==> config.mk <==
export PLATFORM = sky130hd
export DESIGN_NAME = madt_interrupt_controller_address_parser_unit
export DESIGN_NICKNAME = d
export VERILOG_FILES = /design/src/hw/rtl/madt_pkg.sv /design/src/hw/rtl/madt_interrupt_controller_address_parser_unit.sv
export SDC_FILE = /design/constraint.sdc
export NUM_CORES = 2
export LEC_CHECK = 0
export BUFFER_PORTS_ARGS = -buffer_cell sky130_fd_sc_hd__buf_4
export CAP_MARGIN = 25
export CORE_MARGIN = 5
export CORE_UTILIZATION = 35
export DETAILED_ROUTE_END_ITERATION = 12
export GPL_TIMING_DRIVEN = 0
export PLACE_DENSITY = 0.54
export SLEW_MARGIN = 40
export SYNTH_ARGS = -nofsm -noshare
export SYNTH_HDL_FRONTEND = slang
export SYNTH_SLANG_ARGS = --single-unit
==> constraint.sdc <==
create_clock -name clk -period 20.2 [get_ports clk]
set_input_delay 2.02 -clock clk [delete_from_list [all_inputs] [get_ports clk]]
set_output_delay 2.02 -clock clk [all_outputs]
set_load 0.1 [all_outputs]
==> src/hw/rtl/madt_pkg.sv <==
// Shared types and constants for the MADT interrupt controller address parser.
// Holds the input/result item structs and the configuration register indexes.
// No dependencies.
`timescale 1ns / 1ps

package madt_pkg;

  // Table layout
  localparam logic [31:0] HDR_END     = 32'd44;
  localparam logic [31:0] LOCAL_AT    = 32'd36;
  localparam logic [7:0]  MIN_ENTRY   = 8'd12;
  localparam logic [31:0] LOCAL_RESET = 32'hFEE0_0000;
  localparam logic [31:0] IO_RESET    = 32'hFEC0_0000;

  // Entry types of interest
  localparam logic [7:0] TYPE_IO_CTRL    = 8'd1;
  localparam logic [7:0] TYPE_LOCAL_OVRD = 8'd5;

  // Configuration register indexes
  localparam int CFG_IDX_W = 1;
  localparam int CFG_DATA_W = 32;
  localparam logic [CFG_IDX_W-1:0] REG_LOCAL_DFLT = 1'b0;
  localparam logic [CFG_IDX_W-1:0] REG_IO_DFLT    = 1'b1;

  typedef struct packed {
    logic [7:0] table_byte;
    logic       first_byte;
  } madt_in_t;

  typedef struct packed {
    logic [63:0] local_address;
    logic [31:0] io_address;
    logic        finished;
  } madt_out_t;

endpackage

==> src/hw/rtl/madt_interrupt_controller_address_parser_unit.sv <==
// Top level of the MADT interrupt controller address parser.
// Parses table bytes in one pass and registers one result item per byte.
// Depends on madt_pkg.
//
// Usage:
//   in_*  : one table byte per item, in offset order; first_byte marks
//           offset 0 and restarts the parse.
//   out_* : one result item per input item: current local and I/O
//           controller addresses (configured default when the table gave
//           zero) and the finished flag.
//   cfg_* : write-only port for the two default address registers; write
//           only while no item is in flight.
// out_valid rises in the cycle after input accept. Throughput is one item
// per cycle unless out_stall holds a result; the parse state is updated by
// a single compare-and-shift pass per byte, so the state registers set it.
// The result register doubles as the skid stage: while it holds an item
// that out_stall blocks, in_stall is raised; otherwise a new item is taken
// every cycle even as the held item leaves.
// Reset (rst_n low, synchronous) clears the parse state, empties the result
// register and loads the default addresses 0xFEE00000 and 0xFEC00000.
// After the walk ends, bytes still produce results with unchanged values.
`timescale 1ns / 1ps

module madt_interrupt_controller_address_parser_unit
  import madt_pkg::*;
(
  input  logic                 clk,
  input  logic                 rst_n,
  input  logic                 in_valid,
  output logic                 in_stall,
  input  madt_in_t             in_data,
  output logic                 out_valid,
  input  logic                 out_stall,
  output madt_out_t            out_data,
  input  logic                 cfg_wr_en,
  input  logic [CFG_IDX_W-1:0] cfg_index,
  input  logic [CFG_DATA_W-1:0] cfg_wdata
);

  // Parse state
  logic [31:0] offset_r, offset_nxt;
  logic [31:0] tlen_r, tlen_nxt;
  logic [31:0] es_r, es_nxt;
  logic [7:0]  etype_r, etype_nxt;
  logic [7:0]  elen_r, elen_nxt;
  logic [63:0] acc_r, acc_nxt;
  logic [63:0] local_r, local_nxt;
  logic [31:0] io_r, io_nxt;
  logic        done_r, done_nxt;

  // Configuration
  logic [31:0] local_dflt_r;
  logic [31:0] io_dflt_r;

  // Result register
  logic        out_valid_r;
  madt_out_t   out_data_r, out_data_nxt;

  logic        in_acc;
  logic [7:0]  b;

  // Walk helpers
  logic [32:0] diff;
  logic        rel_small;
  logic [7:0]  rel;
  logic [33:0] nx;
  logic [2:0]  fsh;

  assign in_stall = out_valid_r && out_stall;
  assign in_acc   = in_valid && !in_stall;
  assign b        = in_data.table_byte;

  // Position of the current byte relative to the current entry start
  always_comb begin
    diff      = {1'b0, (in_data.first_byte ? 32'd0 : offset_r)} -
                {1'b0, (in_data.first_byte ? HDR_END : es_r)};
    rel_small = !diff[32] && (diff[31:8] == 24'd0);
    rel       = diff[7:0];
  end

  // Next parse state for one accepted byte
  always_comb begin
    fsh = '0;
    nx  = '0;
    if (in_data.first_byte) begin
      offset_nxt = '0;
      tlen_nxt   = '0;
      es_nxt     = HDR_END;
      etype_nxt  = '0;
      elen_nxt   = '0;
      acc_nxt    = '0;
      local_nxt  = '0;
      io_nxt     = '0;
      done_nxt   = 1'b0;
    end else begin
      offset_nxt = offset_r;
      tlen_nxt   = tlen_r;
      es_nxt     = es_r;
      etype_nxt  = etype_r;
      elen_nxt   = elen_r;
      acc_nxt    = acc_r;
      local_nxt  = local_r;
      io_nxt     = io_r;
      done_nxt   = done_r;
    end

    if (!done_nxt) begin
      // Capture table length, bytes 4..7
      if (offset_nxt[31:2] == 30'd1) begin
        tlen_nxt = tlen_nxt | ({24'd0, b} << {offset_nxt[1:0], 3'b000});
      end
      // Capture header local address, bytes 36..39
      if (offset_nxt[31:2] == LOCAL_AT[31:2]) begin
        local_nxt = local_nxt | ({56'd0, b} << {offset_nxt[1:0], 3'b000});
      end

      if (offset_nxt == HDR_END - 32'd1) begin
        // Stop when no room for a first entry header
        if ({2'b00, HDR_END} + 34'd2 > {2'b00, tlen_nxt}) begin
          done_nxt = 1'b1;
        end
      end else if (offset_nxt >= HDR_END && rel_small) begin
        if (rel == 8'd0) begin
          // Type byte opens a new entry
          etype_nxt = b;
          acc_nxt   = '0;
        end else begin
          if (rel == 8'd1) begin
            // Length byte: stop on zero or overrun
            elen_nxt = b;
            if (b == 8'd0 || {2'b00, es_nxt} + {26'd0, b} > {2'b00, tlen_nxt}) begin
              done_nxt = 1'b1;
            end else if (b == 8'd1) begin
              // Length one: this byte is the next entry's type
              nx = {2'b00, es_nxt} + 34'd1;
              if (nx + 34'd2 > {2'b00, tlen_nxt}) begin
                done_nxt = 1'b1;
              end else begin
                es_nxt    = nx[31:0];
                etype_nxt = b;
                elen_nxt  = '0;
                acc_nxt   = '0;
              end
            end
          end else if (rel >= 8'd4 && rel < 8'd12) begin
            // Gather the field at +4
            fsh     = 3'(rel - 8'd4);
            acc_nxt = acc_nxt | ({56'd0, b} << {fsh, 3'b000});
            if (elen_nxt >= MIN_ENTRY) begin
              if (etype_nxt == TYPE_IO_CTRL && rel == 8'd7) begin
                io_nxt = acc_nxt[31:0];
              end else if (etype_nxt == TYPE_LOCAL_OVRD && rel == 8'd11) begin
                local_nxt = acc_nxt;
              end
            end
          end
          // Last byte of an entry: advance or stop
          if (!done_nxt && !(rel == 8'd1 && b == 8'd1) &&
              elen_nxt >= 8'd2 && rel == elen_nxt - 8'd1) begin
            nx = {2'b00, es_nxt} + {26'd0, elen_nxt};
            if (nx + 34'd2 > {2'b00, tlen_nxt}) begin
              done_nxt = 1'b1;
            end else begin
              es_nxt   = nx[31:0];
              elen_nxt = '0;
            end
          end
        end
      end

      // Advance offset, saturating
      if (!done_nxt && offset_nxt != 32'hFFFF_FFFF) begin
        offset_nxt = offset_nxt + 32'd1;
      end
    end
  end

  // Result fields with defaults substituted
  always_comb begin
    out_data_nxt.local_address = (local_nxt != 64'd0) ? local_nxt : {32'd0, local_dflt_r};
    out_data_nxt.io_address    = (io_nxt != 32'd0) ? io_nxt : io_dflt_r;
    out_data_nxt.finished      = done_nxt;
  end

  // Hold parse state, configuration and result valid
  always_ff @(posedge clk) begin
    if (!rst_n) begin
      offset_r     <= '0;
      tlen_r       <= '0;
      es_r         <= HDR_END;
      etype_r      <= '0;
      elen_r       <= '0;
      acc_r        <= '0;
      local_r      <= '0;
      io_r         <= '0;
      done_r       <= 1'b0;
      local_dflt_r <= LOCAL_RESET;
      io_dflt_r    <= IO_RESET;
      out_valid_r  <= 1'b0;
    end else begin
      if (in_acc) begin
        offset_r <= offset_nxt;
        tlen_r   <= tlen_nxt;
        es_r     <= es_nxt;
        etype_r  <= etype_nxt;
        elen_r   <= elen_nxt;
        acc_r    <= acc_nxt;
        local_r  <= local_nxt;
        io_r     <= io_nxt;
        done_r   <= done_nxt;
        out_valid_r <= 1'b1;
      end else if (!out_stall) begin
        out_valid_r <= 1'b0;
      end
      if (cfg_wr_en) begin
        case (cfg_index)
          REG_LOCAL_DFLT: local_dflt_r <= cfg_wdata;
          REG_IO_DFLT:    io_dflt_r    <= cfg_wdata;
          default: ;
        endcase
      end
    end
  end

  // Load result payload on accept
  always_ff @(posedge clk) begin
    if (in_acc) begin
      out_data_r <= out_data_nxt;
    end
  end

  assign out_valid = out_valid_r;
  assign out_data  = out_data_r;

`ifndef SYNTHESIS
  // Every accepted item shows up as a result next cycle
  a_acc_gives_result: assert property (@(posedge clk) disable iff (!rst_n)
    in_acc |=> out_valid_r)
    else $error("accepted item produced no result");

  // Entry start stays at the header end until the walk begins
  a_es_in_header: assert property (@(posedge clk) disable iff (!rst_n)
    (offset_r < HDR_END) |-> (es_r == HDR_END))
    else $error("entry start moved inside the header");

  // After finish, bytes without restart change nothing
  a_done_holds: assert property (@(posedge clk) disable iff (!rst_n)
    (done_r && in_acc && !in_data.first_byte) |=>
      (done_r && $stable(offset_r) && $stable(local_r) && $stable(io_r)))
    else $error("parse state changed after finish");

  // Result finished flag tracks the parse state
  a_finished_match: assert property (@(posedge clk) disable iff (!rst_n)
    in_acc |=> (out_data_r.finished == done_r))
    else $error("finished flag disagrees with walk state");
`endif

endmodule
# Word-level counts from Yosys, hierarchy flattened
# Index checks and enable logic that the tools add are counted.
# totals
word_cells	175
out_inout_bits	99
register_bits	435
inputBits	47
# op_classes
muxes	97
bitwise	4
reduce_logical	25
n_lt_le_gt_ge	9
eq_ne	12
n_shift	3
n_addsub	9
# ops
operator	count
two-way mux 64 bit	21
two-way mux 32 bit	33
two-way mux 8 bit	24
OR 64 bit	2
adder 33 x 2 -> 34 bit, second input constant	2
greater-than comparator 34 x 32 -> 1 bit	2
adder 32 x 8 -> 33 bit	2
nonzero test 64 bit	1
<< shifter 8 x 5 -> 64 bit	1
<< shifter 8 x 6 -> 64 bit	1
adder 32 x 1 -> 33 bit, second input constant	1
greater-than comparator 33 x 32 -> 1 bit	1
subtractor 32 x 32 -> 33 bit	1
adder 32 x 1 -> 32 bit, second input constant	1
== test 32 x 6 -> 1 bit, second input constant	1
>= comparator 32 x 6 -> 1 bit, second input constant	1
greater-than comparator 6 x 32 -> 1 bit, first input constant	1
!= test 32 bit, second input constant	1
OR 32 bit	1
nonzero test 32 bit	1
<< shifter 8 x 5 -> 32 bit	1
== test 30 x 1 -> 1 bit, second input constant	1
== test 30 x 4 -> 1 bit, second input constant	1
== test 8 x 1 -> 1 bit, second input constant	3
18 further kinds	54

# Longest topological paths before layout
# logic_depth
word_depth	27
depth_mapped	75
depth_no_buf	60

# Worst setup path after synthesis
# No wires, ideal clock.
# synth_path
kind	in2reg
from	in in_data[0] (netlist name)
to	reg offset_r[26]
setup_slack_ns	3.595
stages	70
n_path_buf	16
required_ns	20.068
setup_time_ns	0.132
arrival_ns	16.473
cell_sequence	buf_2 buf_2 clkbuf_1 clkbuf_1 buf_1 clkbuf_1 clkbuf_1 buf_1 clkbuf_1 clkbuf_1 nor2b_1 ha_1 clkbuf_1 and4_1 a221oi_1 o211ai_1 or4b_2 or3_1 (+34 left out) xnor2_1 ha_1 a21o_1 a21o_1 a21oi_1 o21ai_0 a21oi_1 o21ai_0 a21o_1 a21o_1 a21oi_1 nand2b_1 a21oi_1 a41oi_4 nand2_1 buf_2 o311ai_0 a21oi_1
# synth_via
elab_chain_cells	27
elab_cells_between_ends	75
classes_between	add/sub: 8; order compare: 6; eq/ne: 5; shift: 1; mux: 40; bitwise: 1; reduce/logical: 14
# synth_lines
item	line	text
start: declaration	madt_interrupt_controller_address_parser_unit.sv:31	input madt_in_t in_data,
branches (longest 26 deep; another with adder 33 x 2 -> 34 bit)	n/a	
two-way mux 32 bit *	madt_interrupt_controller_address_parser_unit.sv:107	if (!done_nxt) begin
end signal: assignment	madt_interrupt_controller_address_parser_unit.sv:202	offset_r <= offset_nxt;
end: declaration	madt_interrupt_controller_address_parser_unit.sv:41	logic [31:0] offset_r, offset_nxt;
# Every way passes the cells marked *. The select of a mux whose other input is x is not followed.
# A chain may end at the register's enable or synchronous reset.

# Worst setup path after layout
# layout_path
from	in in_data[0] (netlist name)
to	reg es_r[1]
# layout_via
elab_chain_cells	23
elab_cells_between_ends	67
classes_between	add/sub: 7; order compare: 5; eq/ne: 4; shift: 1; mux: 37; bitwise: 1; reduce/logical: 12
# layout_lines
item	line	text
branches (longest 22 deep; another with adder 33 x 2 -> 34 bit)	n/a	
two-way mux 32 bit *	madt_interrupt_controller_address_parser_unit.sv:107	
end signal: assignment	madt_interrupt_controller_address_parser_unit.sv:204	es_r <= es_nxt;
end: declaration	madt_interrupt_controller_address_parser_unit.sv:43	logic [31:0] es_r, es_nxt;
# Marks and branches as above.

==> metrics.yaml <==
setup_violations: 0
grt_pass1_wl_um: 209000
start_util: 0.353
hp-start: "local_dflt_r[15]"
ctsHoldBuffers: 0
hold_path.class: "reg -> reg"
grt-ovfl-total: 0
drv_cap: 0
crit_path_frequent_cell: "nand2_1"
outcome: "completed"
avgViaCountPerCell: 6.21
nets: 4265
vias: 32700
fin_cells: 5259
cts.reportedPaths.clkPinSlew_ns: 0.06
slowest_stage: "or4b_2"
htreeDepth: 2
syn_nets: 4045
critPathArrivalTime_ns: 20.21
routabilityCongestion: 1.02
met3WireLength_um: 18100
numPortBuffers: 143
tightest_slew_ns: 0.980
dp.cells: 5149
final_common_cell: "nand2_1"
antenna_left: 0
fmax_mhz: 50.7
synth_area_per_cell_um2: 7.82
hold_path_depth: 2
hold_violations: 0
fin_crit_sh: 0.976
setup.worst_path.class: "in -> reg"
fp-row-count: 107
async_flop_share: 0
hpwl_um: 115000
top_layer_used: "met4"
ys_ff_latch: 435
period_minus_slack_ns: 19.72
grtUsageTotal: 0.307
synth-edff-count: 97
drtPass1Iterations: 6
die_h_um: 303
fin_ws_ns: 0.479
rr_endpoint: "es_r[1]"
path_max_fanout: 28
end_kind: "flip-flop"
cts_buffers: 53
syn_to_final_growth_pct: 16.2
worstSetupStartpointType: "input port"
grt_max_degree: 44
drc: 0
cts.sinks: 435
worstSkewPairLatency_ns: 0.66
p_leak_nw: 13.0
dieArea_um2: 91900
finalMaxSlewViolations: 0
layout_common_cells: "nand2_1, nor2_1, dfxtp_1"
placed_area_um2: 32900
fillers: 8844
synth-main-ff-cell: "dfxtp_1"
r2r_start: "es_r[0]"
totalWireLength_um: 148000
cts_tree: "built"
netlist_instances: 3847
drt_iter0_drc: 4550
root_buffer: "clkbuf_16"
wl_met2_um: 60800
clock_path_buffers: 3
skew_ns: 0.0389
drive_gt1_frac: 0.102
crit_path_max_incr_delay_ns: 0.74
met1_length_um: 62400
slew_headroom: 0.347
antenna_found_initial: 6
yosys_warnings: 0
ir_drop_mv: 0.0686
ys_types: 108
fin_area_um2: 35000
regToRegSetupSlack_ns: 3.84
first_global_vias: 29600
r2r_cells: 62
wl_per_cell_um: 28.1
die_x_um: 303
synth_seq_area_share: 0.322
finalPower_mw: 2.32
io_pins: 146
core_um2: 85300
synthesis.area_um2: 30100
dp_slack_ns: -4.87
min_to: "local_dflt_r[15]"
p_per_area_nw_per_um2: 66.3
required_ns: 20.69
## state kept, by name, summed over array words and instances, names as in the netlist, 32 cells and up
register	cells
out_data	97
acc_r	64
local_r	64
es_r	32
io_dflt_r	32
io_r	32
local_dflt_r	32
offset_r	32
tlen_r	32
## critical path, delay by kind of cell
kind | cells | cell delay, ns
buffers and inverters | 17 | 5.15
adder cells (fa/ha/maj) | 5 | 1.47
AND/OR/NAND/NOR | 22 | 5.06
XOR/XNOR | 3 | 0.50
AO/OA/AOI/OAI | 24 | 5.91
## metal layers
layer | global-route usage | vias up
met5 | 0 | -
met4 | 0.118 | 0
met3 | 0.0832 | 372
met2 | 0.446 | 2036
met1 | 0.433 | 15700
li1 | - | 14500
## kinds of logic after synthesis
group | synth area share
simple gates | 0.255
compound gates | 0.234
flops | 0.322
buf+inv | 0.0479
xor+xnor | 0.0575
fa+ha+maj | 0.0640
mux | 0.0209
## per-stage QoR
stage               TNS [ns]  hold WS (ns)  utilization
finish                     0         0.454        0.410
global route         -0.0878         0.470        0.410
CTS                        0         0.454        0.408
detailed placement   -325.79         0.444        0.386
global placement     -602.35         0.435        0.382
floorplan                  0         0.425            -
## power by group
group / internal [mW] / switching, mW / total [mW]
Sequential: 0.919 / 0.0134 / 0.932
Clock: 0.610 / 0.429 / 1.04
Combinational: 0.0754 / 0.275 / 0.350
Total: 1.60 / 0.717 / 2.32
## synth_stat cells (97+ instances only)
cell	count	area share
edfxtp_1	97	0.097
a22oi_1	144	0.036
xnor2_1	135	0.039
o21ai_0	211	0.035
clkbuf_1	184	0.023
a21oi_1	332	0.055
dfxtp_1	338	0.22
nand2_1	513	0.064
nand3_1	117	0.019
nor2_1	349	0.044
inv_1	124	0.015
ha_1	149	0.062
## repair_timing
item	in CTS	in global routing
resized for setup	15	11
endpoints found under the setup margin	74	74
pin swaps	1	1
hold endpoints to repair	0	0
buffers inserted	1	6
## worst max-delay path by stage
stage,start,endpoint,slack [ns]
global route,in_data[0],offset_r[26],-0.03
global placement,in_data[0],es_r[1],-8.63
floorplan,in_data[0],offset_r[26],3.60
detailed placement,in_data[0],es_r[1],-4.87
finish,in_data[0],es_r[1],0.48
CTS,in_data[0],es_r[1],0.01
## cell type report
class / count / area (um2) / share of cell area
Clock buffer: 71 / 1450 / 0.0413
Inverter: 127 / 477 / 0.0136
Sequential cell: 435 / 9680 / 0.277
Timing Repair Buffer: 170 / 1300 / 0.0373
Buffer: 237 / 1020 / 0.0291
Multi-Input combinational cell: 3043 / 19200 / 0.549
Clock inverter: 27 / 404 / 0.0116
Tap cell: 1144 / 1430 / 0.0409
Antenna cell: 5 / 12.5 / 0.000358
Power figures use the tool's default switching activity.
